<file path="config.mk">
export PLATFORM = sky130hd
export DESIGN_NAME = gsp_ctrl
export DESIGN_NICKNAME = d
export VERILOG_FILES = /design/src/rtl/gsp_pkg.sv /design/src/rtl/gsp_ctrl.sv
export SDC_FILE = /design/constraint.sdc
export NUM_CORES = 1
export LEC_CHECK = 0
export ABC_AREA = 1
export BUFFER_PORTS_ARGS = -buffer_cell sky130_fd_sc_hd__buf_2
export CORE_UTILIZATION = 61
export DETAILED_ROUTE_END_ITERATION = 10
export MAX_ROUTING_LAYER = met4
export PLACE_DENSITY = 0.8
export SETUP_SLACK_MARGIN = 0.4
export SYNTH_ARGS = -nofsm -noshare
export SYNTH_HDL_FRONTEND = slang
export SYNTH_SLANG_ARGS = --single-unit
</file>
<file path="constraint.sdc">
create_clock -name clk -period 3.51 [get_ports clk]
set_input_delay 0.1755 -clock clk [delete_from_list [all_inputs] [get_ports clk]]
set_output_delay 0.1755 -clock clk [all_outputs]
set_load 0.01 [all_outputs]
</file>
<file path="src/rtl/gsp_pkg.sv">
package gsp_pkg;

  // fixed word format of all data fields (signed Q16.16)
  localparam int DATA_WIDTH = 32;
  localparam int TABLE_ENTRIES_DEF = 16;
  // product width of the shared 33 x 33 multiplier
  localparam int PROD_W = 66;
  // restoring divider: |diff| (33 bits) shifted left by 16
  localparam int DIV_W = 49;
  localparam int DIV_CNT_W = 6;
  // 1.4 in Q16.16
  localparam logic signed [32:0] BOOST_Q16 = 33'sd91750;

  localparam logic signed [DATA_WIDTH-1:0] SAT_MAX = {1'b0, {(DATA_WIDTH-1){1'b1}}};
  localparam logic signed [DATA_WIDTH-1:0] SAT_MIN = {1'b1, {(DATA_WIDTH-1){1'b0}}};

  // input commands
  localparam logic [1:0] CMD_SAMPLE    = 2'd0;
  localparam logic [1:0] CMD_WR_ENTRY  = 2'd1;
  localparam logic [1:0] CMD_WR_DEFAULT = 2'd2;
  localparam logic [1:0] CMD_WR_COMMON = 2'd3;

  // configuration register indexes
  localparam logic [3:0] CFG_MODE     = 4'd0;
  localparam logic [3:0] CFG_DT       = 4'd1;
  localparam logic [3:0] CFG_OUT_MAX  = 4'd2;
  localparam logic [3:0] CFG_OUT_MIN  = 4'd3;
  localparam logic [3:0] CFG_I_MAX    = 4'd4;
  localparam logic [3:0] CFG_ENTRIES  = 4'd5;
  localparam logic [3:0] CFG_USE_MAG  = 4'd6;
  localparam logic [3:0] CFG_EXT_SCHED = 4'd7;

  // datapath operations issued by the controller
  typedef enum logic [4:0] {
    OP_NONE,
    OP_SEL_FIXED,
    OP_SCAN_INIT,
    OP_SCAN_RD,
    OP_SCAN_CMP,
    OP_MUL_P,
    OP_MUL_I,
    OP_SAT_I,
    OP_MUL_DT,
    OP_SAT_DT,
    OP_MUL_B,
    OP_SAT_B,
    OP_INTEG,
    OP_DIV_INIT,
    OP_DIV_STEP,
    OP_DIV_END,
    OP_MUL_D,
    OP_SAT_D,
    OP_SUM,
    OP_PUB
  } dp_op_t;

  typedef struct packed {
    dp_op_t op;
  } dp_cmd_t;

  typedef struct packed {
    logic is_write;
    logic mode;
    logic scan_done;
    logic match;
    logic boost;
    logic div_last;
  } dp_stat_t;

  // Q16.16 product: floor shift by 16, then saturate to the data range
  function automatic logic signed [DATA_WIDTH-1:0] sat_q16(input logic signed [PROD_W-1:0] x);
    logic signed [PROD_W-1:0] sh;
    logic signed [PROD_W-1:0] hi_l;
    logic signed [PROD_W-1:0] lo_l;
    begin
      sh = x >>> 16;
      hi_l = {{(PROD_W-DATA_WIDTH){1'b0}}, SAT_MAX};
      lo_l = {{(PROD_W-DATA_WIDTH){1'b1}}, SAT_MIN};
      if (sh > hi_l) sat_q16 = SAT_MAX;
      else if (sh < lo_l) sat_q16 = SAT_MIN;
      else sat_q16 = sh[DATA_WIDTH-1:0];
    end
  endfunction

endpackage

</file>
<file path="src/rtl/gsp_ctrl.sv">
module gsp_ctrl
  import gsp_pkg::*;
(
  input  logic     clk,
  input  logic     rst,
  input  logic     in_valid,
  output logic     in_ready,
  output logic     out_valid,
  input  logic     out_ready,
  input  dp_stat_t stat,
  output dp_cmd_t  cmd
);

  typedef enum logic [18:0] {
    S_IDLE     = 19'h00001,
    S_DISPATCH = 19'h00002,
    S_SCAN_RD  = 19'h00004,
    S_SCAN_CMP = 19'h00008,
    S_MP       = 19'h00010,
    S_MI       = 19'h00020,
    S_SAT_I    = 19'h00040,
    S_MDT      = 19'h00080,
    S_SAT_DT   = 19'h00100,
    S_MB       = 19'h00200,
    S_SAT_B    = 19'h00400,
    S_INTEG    = 19'h00800,
    S_DIV_INIT = 19'h01000,
    S_DIV      = 19'h02000,
    S_DIV_END  = 19'h04000,
    S_MD       = 19'h08000,
    S_SAT_D    = 19'h10000,
    S_SUM      = 19'h20000,
    S_DONE     = 19'h40000
  } state_t;

  state_t state, state_next;
  logic   out_valid_next;
  logic   pub_ok;

  assign in_ready = (state == S_IDLE);
  assign pub_ok = !out_valid || out_ready;

  // next state and datapath operation
  always_comb begin
    state_next = state;
    cmd.op = OP_NONE;
    unique case (state)
      S_IDLE: begin
        if (in_valid) state_next = S_DISPATCH;
      end
      S_DISPATCH: begin
        if (stat.is_write) begin
          state_next = S_DONE;
        end else if (stat.mode) begin
          cmd.op = OP_SCAN_INIT;
          state_next = S_SCAN_RD;
        end else begin
          cmd.op = OP_SEL_FIXED;
          state_next = S_MP;
        end
      end
      S_SCAN_RD: begin
        if (stat.scan_done) begin
          state_next = S_MP;
        end else begin
          cmd.op = OP_SCAN_RD;
          state_next = S_SCAN_CMP;
        end
      end
      S_SCAN_CMP: begin
        cmd.op = OP_SCAN_CMP;
        state_next = stat.match ? S_MP : S_SCAN_RD;
      end
      S_MP: begin
        cmd.op = OP_MUL_P;
        state_next = S_MI;
      end
      S_MI: begin
        cmd.op = OP_MUL_I;
        state_next = S_SAT_I;
      end
      S_SAT_I: begin
        cmd.op = OP_SAT_I;
        state_next = S_MDT;
      end
      S_MDT: begin
        cmd.op = OP_MUL_DT;
        state_next = S_SAT_DT;
      end
      S_SAT_DT: begin
        cmd.op = OP_SAT_DT;
        state_next = stat.boost ? S_MB : S_INTEG;
      end
      S_MB: begin
        cmd.op = OP_MUL_B;
        state_next = S_SAT_B;
      end
      S_SAT_B: begin
        cmd.op = OP_SAT_B;
        state_next = S_INTEG;
      end
      S_INTEG: begin
        cmd.op = OP_INTEG;
        state_next = S_DIV_INIT;
      end
      S_DIV_INIT: begin
        cmd.op = OP_DIV_INIT;
        state_next = S_DIV;
      end
      S_DIV: begin
        cmd.op = OP_DIV_STEP;
        if (stat.div_last) state_next = S_DIV_END;
      end
      S_DIV_END: begin
        cmd.op = OP_DIV_END;
        state_next = S_MD;
      end
      S_MD: begin
        cmd.op = OP_MUL_D;
        state_next = S_SAT_D;
      end
      S_SAT_D: begin
        cmd.op = OP_SAT_D;
        state_next = S_SUM;
      end
      S_SUM: begin
        cmd.op = OP_SUM;
        state_next = S_DONE;
      end
      S_DONE: begin
        if (pub_ok) begin
          cmd.op = OP_PUB;
          state_next = S_IDLE;
        end
      end
      default: state_next = S_IDLE;
    endcase
  end

  // result word valid flag
  always_comb begin
    out_valid_next = out_valid;
    if (out_valid && out_ready) out_valid_next = 1'b0;
    if (state == S_DONE && pub_ok) out_valid_next = 1'b1;
  end

  always_ff @(posedge clk) begin
    if (rst) begin
      state <= S_IDLE;
      out_valid <= 1'b0;
    end else begin
      state <= state_next;
      out_valid <= out_valid_next;
    end
  end

endmodule

</file>
==> results of run 1 <==
[path summary, 6_finish.rpt]
kind / from / end / slack (ns) / cells past startpoint
min: stat[1] / state[9]$_SDFFE_PP0P_ / 0.11 / 3
min reg2reg: out_valid$_SDFFE_PP0P_ / out_valid$_SDFFE_PP0P_ / 0.57 / 4
max reg2reg: state[11]$_SDFFE_PP0P_ / state[11]$_SDFFE_PP0P_ / 1.79 / 11
max: state[11]$_SDFFE_PP0P_ / cmd[1] / 1.45 / 11
[logic make-up after synthesis]
logic type	after synthesis	synth area share, %
flip-flops	20	29.8
AND/OR/NAND/NOR	140	54.6
buffers and inverters	38	11.8
AO/OA/AOI/OAI	7	3.73
[layer usage]
| layer | GRT usage, % | part of all wire, % | vias to the layer above |
|---|---|---|---|
| met1 | 38.1 | 47 | 613 |
| met4 | 6.86 | 1.2 | 0 |
| met5 | - | 0 | - |
| met2 | 46.8 | 47 | 45 |
| met3 | 3.43 | 5.0 | 4 |
| li1 | - | - | 673 |
[placed cells by master, fill, tap and decap left out]
master    count
inv_1        34
or2_2         1
nand3_2       2
nor2_4        6
nand2_1      31
nand2_2      10
a211oi_1      1
nand3b_1      1
dfxtp_1      20
inv_2         3
o211a_1       1
buf_2        16
o21ai_0       1
nor2_1       31
nor2_2       17
nand2_4       3
nor3_1       15
nand4_1       3
clkbuf_4      3
nor4_1        1
clkbuf_8      1
a21oi_1       2
or3_1         1
nand3_1      18
o21ai_2       2
[flip-flops by register name, summed over array words and instances, names as in the netlist]
signal	count
state	19
out_valid	1
[cell type report]
type	instances	area share, %
inverter	37	9.43
tap	27	2.29
clock buffer	4	2.46
timing repair buffer	16	5.44
sequential	20	27.2
multi-input combinational	147	53.2
[power by group]
group	switching, mW	total, mW	internal [mW]
registers	0.0120	0.256	0.243
clock network	0.0720	0.135	0.0633
logic	0.245	0.361	0.116
[through the flow]
step                      power [mW]  std cells  instance area (µm²)  worst slack, ns
after detailed placement       0.620        247                 1440             1.80
after global routing           0.810        251                 1470             1.22
after floorplan                0.573        205                 1340             2.00
final                          0.752        251                 1470             1.45
after global placement         0.612        247                 1440             1.82
after CTS                      0.755        251                 1470             1.45
[synthesized netlist by cell type]
cell,n,area (µm²)
nor3_1,15,75.1
inv_2,3,11.3
nand3b_1,1,7.51
nand3_2,2,20.0
o21ai_2,2,17.5
or3_1,1,6.26
nor2_4,6,67.6
nand4_1,3,18.8
nand2_1,31,116
a21oi_1,2,10.0
inv_1,34,128
or2_2,1,6.26
nand2_2,10,62.6
a211oi_1,1,7.51
nor4_1,1,6.26
buf_12,1,20.0
o211a_1,1,10.0
nand2_4,3,33.8
dfxtp_1,20,400
nor2_1,31,116
nand3_1,18,90.1
o21ai_0,1,5.00
nor2_2,17,106
[critical path, delay by kind of cell (launching register included)]
family / cells / cell delay, ns
simple gates: 8 / 0.90
flops: 1 / 0.39
buf+inv: 3 / 0.28
==> key figures, run 1 <==
Pwr
  • Peak supply drop: around 480 µV
  • PwrDens: approximately 510 nW/µm²
  • P_leak: 0.740 nW

Placement
  • PortBufs: 16
  • Detailed placement HPWL: roughly 2400 µm
  • RePlAce Congestion: 0.932

Timing
  • Final Cycle Share: between 50% and 60%
  • RSZ-0062 raised after global routing: false
  • Slew @ Worst Pin: ~0.40 ns
  • TNS Setup: 0 ns
  • Rel. slew slack: about 73%
  • Clock Skews: about 0.0032 ns
  • Final Hold Violating Endpoints: 0
  • Fmax: between 400 and 500 MHz
  • Fin crit period: around 2 ns
  • Pins Over Slew Limit: 0
  • Hold_ws: approximately 0.11 ns
  • Setup violators final: 0

Die
  • Starting Density: between 60 and 70%
  • Std-Cell Rows: 16
  • Core Footprint: roughly 2000 µm²
  • Die W: between 40 and 50 µm
  • Die ar.: ~2400 µm²
  • IO Pins: 17
  • Die extent in y: approximately 49 µm

Drt
  • DRC viols: 0
  • Routed len/inst: between 10 and 15 µm
  • Via density: about 5.3
  • Pre-Repair DR Iteration Count: 4
  • Vias: around 1300
  • Final ANT Viol Nets: 0
  • Final WL: between 2000 and 3000 µm
  • Starting DRT DRC Count: 45

Status
  • Outcome: finished clean

Clock tree
  • # H-tree levels: 1
  • Clock Latency Late Sink: approximately 0.30 ns
  • CTS tree: done
  • Clock transition at the registers of the reported paths: around 0.12 ns
  • Root buffer cell: clkbuf_4
  • Setup repair bufs after CTS: 0
  • CTS max path bufs: 2
  • Total CTS buffers: 3
  • # resized after CTS: 0
  • CTS Hold Bufs: 0
  • Sink Count: 20

Setup path
  • Crit-path max FO: 4
  • Req. time, crit path: 3.33 ns
  • Setup crit end kind: output port
  • Crit Path Class: reg2out
  • CP dominant cell by count: nor2_1
  • CP max stage delay: just under 0.4 ns
  • Slowest library cell on the worst path: dfxtp_1
  • CP arrival: between 1.5 and 2 ns
  • Crit-path cells: nor2_1, nand2_2, inv_2, nand2_2, nor2_1, nand2_1, nor2_1, inv_1, nand2_1, or3_1, buf_2
  • Startpoint types: register

Synth
  • Syn Nets: approximately 220
  • Flops & latches, synth: 20
  • Synth unique cells: 23
  • Mapped Avg Cell Area: ~6.5 µm²
  • Netlist Area Pre-Place: roughly 1300 µm²
  • Post-synthesis cell count: just over 200
  • Warnings, synthesis: 0
  • Register area share after synthesis: roughly 30%

Global routing
  • Initial antenna violation count: 0
  • Largest net degree at the start of global routing: 15
  • First-pass GRT wire length: about 5300 µm
  • GRT Residual Overflow: 0
  • All-Layer GR Usage: about 29%
  • Vias in the first global route: roughly 1300

Finish
  • Fin util: around 73%
  • Share of layout cells above drive strength 1: between 20 and 30%
  • Area delta synth->final: 9.69%
  • # diodes: 0
  • Nets: ~240
  • FILL cells: approximately 180
  • Reg area: between 400 and 500 µm²
  • Area of the multi-input gates: roughly 800 µm²

Worst hold path
  • HP Class: in2reg

Run
  • Max-cap violations: 0
(Power assumes the default switching activity.)
==> run 2: changes to the inputs <==
--- a/config.mk
+++ b/config.mk
@@ -5,12 +5,12 @@
 export SDC_FILE = /design/constraint.sdc
 export NUM_CORES = 1
 export LEC_CHECK = 0
-export ABC_AREA = 1
+export ABC_AREA = 0
 export BUFFER_PORTS_ARGS = -buffer_cell sky130_fd_sc_hd__buf_2
-export CORE_UTILIZATION = 61
+export CORE_UTILIZATION = 56
 export DETAILED_ROUTE_END_ITERATION = 10
 export MAX_ROUTING_LAYER = met4
-export PLACE_DENSITY = 0.8
+export PLACE_DENSITY = 0.75
 export SETUP_SLACK_MARGIN = 0.4
 export SYNTH_ARGS = -nofsm -noshare
 export SYNTH_HDL_FRONTEND = slang
==> constraint.sdc (replaced) <==
create_clock -name clk -period 2.1 [get_ports clk]
set_input_delay 0.105 -clock clk [delete_from_list [all_inputs] [get_ports clk]]
set_output_delay 0.105 -clock clk [all_outputs]
set_load 0.01 [all_outputs]
==> key figures, run 2 <==
Status
  • Outcome: stopped before the end
  • Tool error message: [ERROR DPL-0038] Utilization greater than 100%, impossible to legalize
  • Failed at: global routing

Clock tree
  • CTS Hold Bufs: 0
  • Sink Count: 20
  • Root buffer cell: clkbuf_4
  • Total CTS buffers: 3
  • # H-tree levels: 1
  • CTS max path bufs: 2

Synth
  • Synth area leaders: dfxtp_1 32%, nor4_4 6.7%, nor2_1 5.6%
  • Mapped Avg Cell Area: between 8 and 9 µm²
  • Netlist Area Pre-Place: about 1300 µm²
  • Main combinational cell family by area after synthesis: simple AND/OR/NAND/NOR gates
  • Post-synthesis cell count: 153
  • Register area share after synthesis: 31.6%
  • Warnings, synthesis: 0
  • Synth unique cells: 46
  • XOR/XNOR share of the synthesized area: 4.84%
  • Synth cell count leaders: 20 x dfxtp_1, 19 x nor2_1, 14 x nor3_1
  • Syn Nets: between 150 and 200
  • Leading area contributor after synthesis: dfxtp_1
  • Flops & latches, synth: 20
  • Main synth FF type: dfxtp_1
  • Synth async-reset ratio: 0%
  • Most common cell in the netlist: dfxtp_1
  • Compound-cell area share of the yosys netlist: under 10%
  • Post-synth EDFFs: 0
  • Post-Synth Simple-Gate Area: between 40% and 50%
  • Yosys top cell area share: between 30% and 40%
  • Synth Area in Adders: 0%
  • Mux cell area share after synthesis: 0.790%

Die
  • IO Pins: 17
  • Std-Cell Rows: 16
  • Die W: just under 50 µm
  • Die extent in y: about 50 µm
  • Starting Density: 62.1%

Placement
  • RePlAce Congestion: 0.882
  • PortBufs: 16
  • Detailed placement HPWL: 2350 µm

Timing
  • Worst EP post-GRT repair: cmd[2]
  • Worst endpoint type: output port

Global routing
  • Largest net degree at the start of global routing: 14
[run 2: through the flow]
| stage | setup TNS (ns) | worst slack (ns) | instances | hold WS (ns) | area, µm² |
|---|---|---|---|---|---|
| 2_1_floorplan | 0 | 0.368 | 153 | 0.174 | 1300 |
| 3_3_place_gp | 0 | 0.198 | 194 | 0.305 | 1400 |
| 3_5_place_dp | 0 | 0.108 | 194 | 0.309 | 1400 |
| 4_1_cts | -0.00439 | -0.00439 | 229 | 0.0175 | 1950 |
[run 2: logic make-up after synthesis]
group,after synthesis
buffers and inverters,14
AO/OA/AOI/OAI,18
AND/OR/NAND/NOR,93
multiplexers,1
XOR/XNOR,7
flip-flops,20
[run 2: timing repair]
item	4_1_cts
endpoints found under the setup margin	13
buffers inserted	31
resized for setup	63
pin swaps	26
cloned	0
==> run 3: changes to the inputs <==
--- a/config.mk
+++ b/config.mk
@@ -7,11 +7,10 @@
 export LEC_CHECK = 0
 export ABC_AREA = 0
 export BUFFER_PORTS_ARGS = -buffer_cell sky130_fd_sc_hd__buf_2
-export CORE_UTILIZATION = 56
+export CORE_AREA = 2 2 63 65
 export DETAILED_ROUTE_END_ITERATION = 10
-export MAX_ROUTING_LAYER = met4
-export PLACE_DENSITY = 0.75
-export SETUP_SLACK_MARGIN = 0.4
+export DIE_AREA = 0 0 65 67
+export PLACE_DENSITY_LB_ADDON = 0.15
 export SYNTH_ARGS = -nofsm -noshare
 export SYNTH_HDL_FRONTEND = slang
 export SYNTH_SLANG_ARGS = --single-unit
==> key figures, run 3 <==
Status
  • Outcome: finished with violations
  • Failing checks: negative setup slack

Drt
  • Starting DRT DRC Count: 97
  • Via density: about 5.6
  • DRC viols: 0
  • Final ANT Viol Nets: 0
  • Pre-Repair DR Iteration Count: 4
  • Final WL: around 3800 µm
  • Vias: ~1300
  • Routed len/inst: approximately 16 µm

Timing
  • Final Hold Violating Endpoints: 0
  • TNS Setup: -0.00163 ns
  • RSZ-0062 raised after global routing: true
  • Pins Over Slew Limit: 0
  • Rel. slew slack: about 76%
  • Slew @ Worst Pin: approximately 0.36 ns
  • Setup violators final: 1
  • Fin crit period: between 2 and 2.5 ns
  • Clock Skews: 0.00577 ns
  • Fmax: 476 MHz
  • Worst Slack Setup Final: -0.00163 ns
  • Final Cycle Share: 100%

Global routing
  • GRT Residual Overflow: 0
  • All-Layer GR Usage: approximately 17%
  • Largest net degree at the start of global routing: 14
  • First-pass GRT wire length: between 5000 and 6000 µm
  • Initial antenna violation count: 0
  • Vias in the first global route: approximately 1200

Clock tree
  • CTS tree: done
  • Clock Latency Late Sink: around 0.26 ns
  • CTS Hold Bufs: 0
  • Sink Count: 20
  • CTS max path bufs: 2
  • Total CTS buffers: 3
  • Root buffer cell: clkbuf_8
  • Clock transition at the registers of the reported paths: ~0.08 ns
  • # H-tree levels: 1

Synth
  • Flops & latches, synth: 20
  • Post-Synth Simple-Gate Area: between 40% and 50%
  • Leading area contributor after synthesis: dfxtp_1
  • Mapped Avg Cell Area: roughly 8.3 µm²
  • Post-synth EDFFs: 0
  • Synth area leaders: dfxtp_1 32%, nor4_4 6.7%, nor2_1 5.6%
  • Main combinational cell family by area after synthesis: simple AND/OR/NAND/NOR gates
  • Register area share after synthesis: 31.6%
  • Synth async-reset ratio: 0%
  • Yosys top cell area share: 31.6%
  • Most common cell in the netlist: dfxtp_1
  • Netlist Area Pre-Place: 1270 µm²
  • Mux cell area share after synthesis: less than 1%
  • Warnings, synthesis: 0
  • Compound-cell area share of the yosys netlist: a little under a tenth
  • Post-synthesis cell count: roughly 150
  • XOR/XNOR share of the synthesized area: 4.84%
  • Synth unique cells: 46
  • Synth Area in Adders: 0%
  • Synth cell count leaders: 20 x dfxtp_1, 19 x nor2_1, 14 x nor3_1
  • Syn Nets: about 160
  • Main synth FF type: dfxtp_1

Setup path
  • Crit-path cells: nor4_4, buf_4, nand4_1, or4b_4, nand4_1, buf_2
  • CP max stage delay: 0.56 ns
  • Crit path max-delay family: simple AND/OR/NAND/NOR gates
  • Crit. Startpoint: state[4]$_SDFFE_PP0P_
  • Worst path depth: 6
  • Critical R2R Launch: state[10]$_SDFFE_PP0P_
  • Startpoint types: register
  • CP Capture Point: cmd[2]
  • Crit Path Class: reg2out
  • Req. time, crit path: approximately 2 ns
  • Slack of the worst reg-to-reg path: approximately 0.11 ns
  • Crit-path max FO: 4
  • Setup crit end kind: output port
  • Buf/Inv on CP: 2
  • CP dominant cell by count: nand4_1
  • CP arrival: 2.00 ns
  • Slowest library cell on the worst path: or4b_4
  • Path depth of the worst reg2reg path: 6
  • FF-to-FF End: state[0]$_SDFFE_PP1P_

Die
  • Die W: around 65 µm
  • Core Footprint: ~3600 µm²
  • Starting Density: between 30% and 40%
  • Die extent in y: 67 µm
  • Die ar.: around 4400 µm²
  • IO Pins: 17
  • Std-Cell Rows: 22

Placement
  • Placed Instances: ~230
  • RePlAce Congestion: around 0.90
  • Detailed placement HPWL: 2710 µm
  • PortBufs: 16
  • Place WS: approximately 0.13 ns

Finish
  • Max FFs per register: 19
  • Share of layout cells above drive strength 1: around two fifths
  • Most frequent cells in the layout: 25 x buf_4, 19 x nor2_1, 16 x buf_2
  • # diodes: 0
  • Fin util: about half
  • Nets: approximately 200
  • Largest Register: state
  • Biggest regs: state: 19 flops, out_valid: 1 flops
  • Area delta synth->final: 37.0%
  • Most common library cell in the layout ignoring fill and taps: buf_4
  • Post-route insts no fill: approximately 240

Pwr
  • Total power: ~950 µW
  • P_leak: about 0.66 nW
  • Peak supply drop: roughly 270 µV
  • PwrDens: 544 nW/µm²

Worst hold path
  • Hold path startpoint: stat[3]
  • HP Class: in2reg

Run
  • Max-cap violations: 0
-- run 3: worst min-delay path by stage --
| stage | end | depth (start not counted) |
|---|---|---|
| after floorplan | state[3]$_SDFFE_PP0P_ | 1 |
| after global placement | state[3]$_SDFFE_PP0P_ | 2 |
| after detailed placement | state[3]$_SDFFE_PP0P_ | 2 |
| after CTS | state[3]$_SDFFE_PP0P_ | 2 |
| after global routing | state[3]$_SDFFE_PP0P_ | 2 |
| final | state[3]$_SDFFE_PP0P_ | 2 |
-- run 3: cell type report --
class                   count  area [µm²]
well taps                  48        60.1
fillers                   356        1870
flip-flops and latches     20         417
clock buffers               4        55.1
repair buffers             42         279
inverters                   6        22.5
multi-input cells         119         903
-- run 3: timing repair --
item,4_1_cts,5_1_grt
pin swaps,7,6
endpoints found under the setup margin,4,5
gates resized for setup,13,16
buffers inserted,5,2
-- run 3: logic make-up after synthesis --
logic type	count (synthesis)
xor gates and xnor gates	7
muxes	1
DFF	20
AOI/OAI and AO/OA	18
and+or+nand+nor	93
buffers and inverters	14
-- run 3: power by group --
part           internal, mW  switching (mW)  total, mW
Sequential            0.389          0.0250      0.414
Combinational         0.105           0.123      0.229
Clock                 0.167           0.136      0.303
-- run 3: worst reg2reg max path: stages, from the launching register on --
cell and delay [ns]:
dfxtp_2 0.34, nor4_4 0.34, buf_4 0.21, nand3_2 0.15, or3_4 0.45, o21a_1 0.19
a41o_1 0.22
-- run 3: routing by layer --
layer | vias up | routed length, µm | track usage [%]
met4 | 0 | 78 | 5.05
met2 | 53 | 1810 | 29.4
met1 | 624 | 1650 | 23.3
met5 | - | 0 | 0
met3 | 10 | 255 | 2.20
li1 | 644 | - | -
-- run 3: through the flow --
| step | area, µm² | hold slack (ns) |
|---|---|---|
| finish | 1740 | 0.0464 |
| global placement | 1510 | 0.317 |
| detailed placement | 1510 | 0.326 |
| global route | 1740 | 0.0561 |
| floorplan | 1270 | 0.182 |
| CTS | 1650 | 0.0343 |
==> run 4: changes to the inputs <==
--- a/config.mk
+++ b/config.mk
@@ -7,9 +7,9 @@
 export LEC_CHECK = 0
 export ABC_AREA = 0
 export BUFFER_PORTS_ARGS = -buffer_cell sky130_fd_sc_hd__buf_2
-export CORE_AREA = 2 2 63 65
+export CORE_AREA = 4 4 65 67
 export DETAILED_ROUTE_END_ITERATION = 10
-export DIE_AREA = 0 0 65 67
+export DIE_AREA = 0 0 69 71
 export PLACE_DENSITY_LB_ADDON = 0.15
 export SYNTH_ARGS = -nofsm -noshare
 export SYNTH_HDL_FRONTEND = slang
==> key figures, run 4 (same netlist as run 3, synthesis figures left out) <==
Finish
  • FILL cells: 361
  • Max FFs per register: 19
  • Largest Register: state
  • Area delta synth->final: 37.3%
  • Most frequent cells in the layout: 28 x buf_4, 19 x nor2_1, 16 x buf_2
  • # diodes: 0
  • Nets: between 200 and 250
  • Share of layout cells above drive strength 1: 42.5%
  • Final instance area: between 1500 and 2000 µm²
  • Biggest regs: state: 19 flops, out_valid: 1 flops
  • Most common library cell in the layout ignoring fill and taps: buf_4

Global routing
  • Largest net degree at the start of global routing: 14
  • Vias in the first global route: ~1300
  • GRT Residual Overflow: 0
  • First-pass GRT wire length: 6040 µm
  • All-Layer GR Usage: between 10% and 20%
  • Initial antenna violation count: 0

Setup path
  • Slack of the worst reg-to-reg path: around 0.22 ns
  • CP arrival: 1.98 ns
  • FF-to-FF End: state[12]$_SDFFE_PP0P_
  • Startpoint types: register
  • Crit. Startpoint: state[13]$_SDFFE_PP0P_
  • Critical R2R Launch: state[13]$_SDFFE_PP0P_
  • Path depth of the worst reg2reg path: 6
  • Req. time, crit path: about 2 ns
  • Setup crit end kind: output port
  • Crit-path max FO: 2
  • Crit Path Class: reg2out

Worst hold path
  • Hold depth: 2
  • HP Class: in2reg
  • Hold path startpoint: stat[3]
  • Hold endpoint: state[3]$_SDFFE_PP0P_

Die
  • Starting Density: a little over a third
  • Core Footprint: roughly 3600 µm²
  • Std-Cell Rows: 22
  • Die W: 69 µm
  • IO Pins: 17
  • Die extent in y: roughly 71 µm
  • Die ar.: just under 5000 µm²

Pwr
  • Total power: roughly 920 µW
  • PwrDens: roughly 530 nW/µm²
  • P_leak: slightly below 0.7 nW
  • Peak supply drop: approximately 200 µV

Clock tree
  • Clock transition at the registers of the reported paths: roughly 0.080 ns
  • Sink Count: 20
  • CTS Hold Bufs: 0
  • Total CTS buffers: 3
  • CTS max path bufs: 2
  • # H-tree levels: 1
  • Clock Latency Late Sink: 0.27 ns
  • Root buffer cell: clkbuf_8
  • CTS tree: done

Drt
  • Final ANT Viol Nets: 0
  • Starting DRT DRC Count: 27
  • Via density: approximately 5.4
  • DRC viols: 0
  • Pre-Repair DR Iteration Count: 4
  • Routed len/inst: ~15 µm
  • Vias: 1305
  • Final WL: around 3600 µm

Placement
  • RePlAce Congestion: about 0.8
  • Placed inst area: 1510 µm²
  • Place WS: 0.148 ns
  • Detailed placement HPWL: between 2000 and 3000 µm
  • PortBufs: 16

Timing
  • Final Cycle Share: 99.4%
  • Rel. slew slack: between 70 and 80%
  • Worst Slack Setup Final: around 0.012 ns
  • Setup violators final: 0
  • Pins Over Slew Limit: 0
  • Slew @ Worst Pin: 0.354 ns
  • Fmax: ~480 MHz
  • Clock Skews: ~0.0048 ns
  • Final Hold Violating Endpoints: 0
  • Fin crit period: ~2.1 ns
  • RSZ-0062 raised after global routing: true
  • TNS Setup: 0 ns

Status
  • Outcome: finished clean

Run
  • Max-cap violations: 0
-- run 4: cell types whose count changed in the layout (fill, tap and decap cells not counted), sizes merged --
| cell | previous run | this run |
|---|---|---|
| buf | 42 | 44 |
-- run 4: worst max-delay path, stage by stage, from the launching register on --
cell,delay (ns)
dfxtp_4,0.36
nor4_4,0.31
buf_4,0.17
nand4_1,0.10
or4b_4,0.54
nand4_1,0.09
buf_2,0.14
-- run 4: report_power, final --
| part | internal, mW | switching [mW] | leakage [nW] | total, mW |
|---|---|---|---|---|
| combinational | 0.0985 | 0.110 | 0.483 | 0.209 |
| clock | 0.167 | 0.136 | 0.0288 | 0.303 |
| sequential | 0.387 | 0.0196 | 0.167 | 0.407 |
-- run 4: layer usage --
layer	vias to the layer above	share of wire, %	global-route usage (%)
li1	656	-	-
met1	615	47	19.4
met2	27	47	25.4
met3	7	4.0	3.13
met4	0	1.8	4.77
met5	-	0	0
-- run 4: worst max-delay path by stage --
stage,endpoint,depth (start not counted)
5_1_grt,cmd[2],6
3_5_place_dp,state[0]$_SDFFE_PP1P_,5
4_1_cts,cmd[2],6
3_3_place_gp,cmd[2],5
2_1_floorplan,state[0]$_SDFFE_PP1P_,6
6_report,cmd[2],6
-- run 4: stage by stage --
| stage | std cells | hold slack [ns] | util, % |
|---|---|---|---|
| floorplan | 153 | 0.182 | - |
| global placement | 229 | 0.306 | 41.6 |
| detailed placement | 229 | 0.315 | 41.6 |
| CTS | 239 | 0.0456 | 45.1 |
| global route | 241 | 0.0392 | 47.9 |
| finish | 241 | 0.0426 | 47.9 |
-- run 4: layout make-up --
class	instances	area [µm²]	area share, %
multi-input cells	119	896	51.5
flip-flops and latches	20	417	23.9
repair buffers	44	290	16.7
well taps	48	60.1	3.45
clock buffers	4	55.1	3.16
inverters	6	22.5	1.29
-- run 4: what timing repair did --
item	in CTS	in global routing
hold endpoints to repair	0	0
setup buffers	6	2
setup endpoints to repair	4	4
pin swaps	9	10
resized for setup	8	20
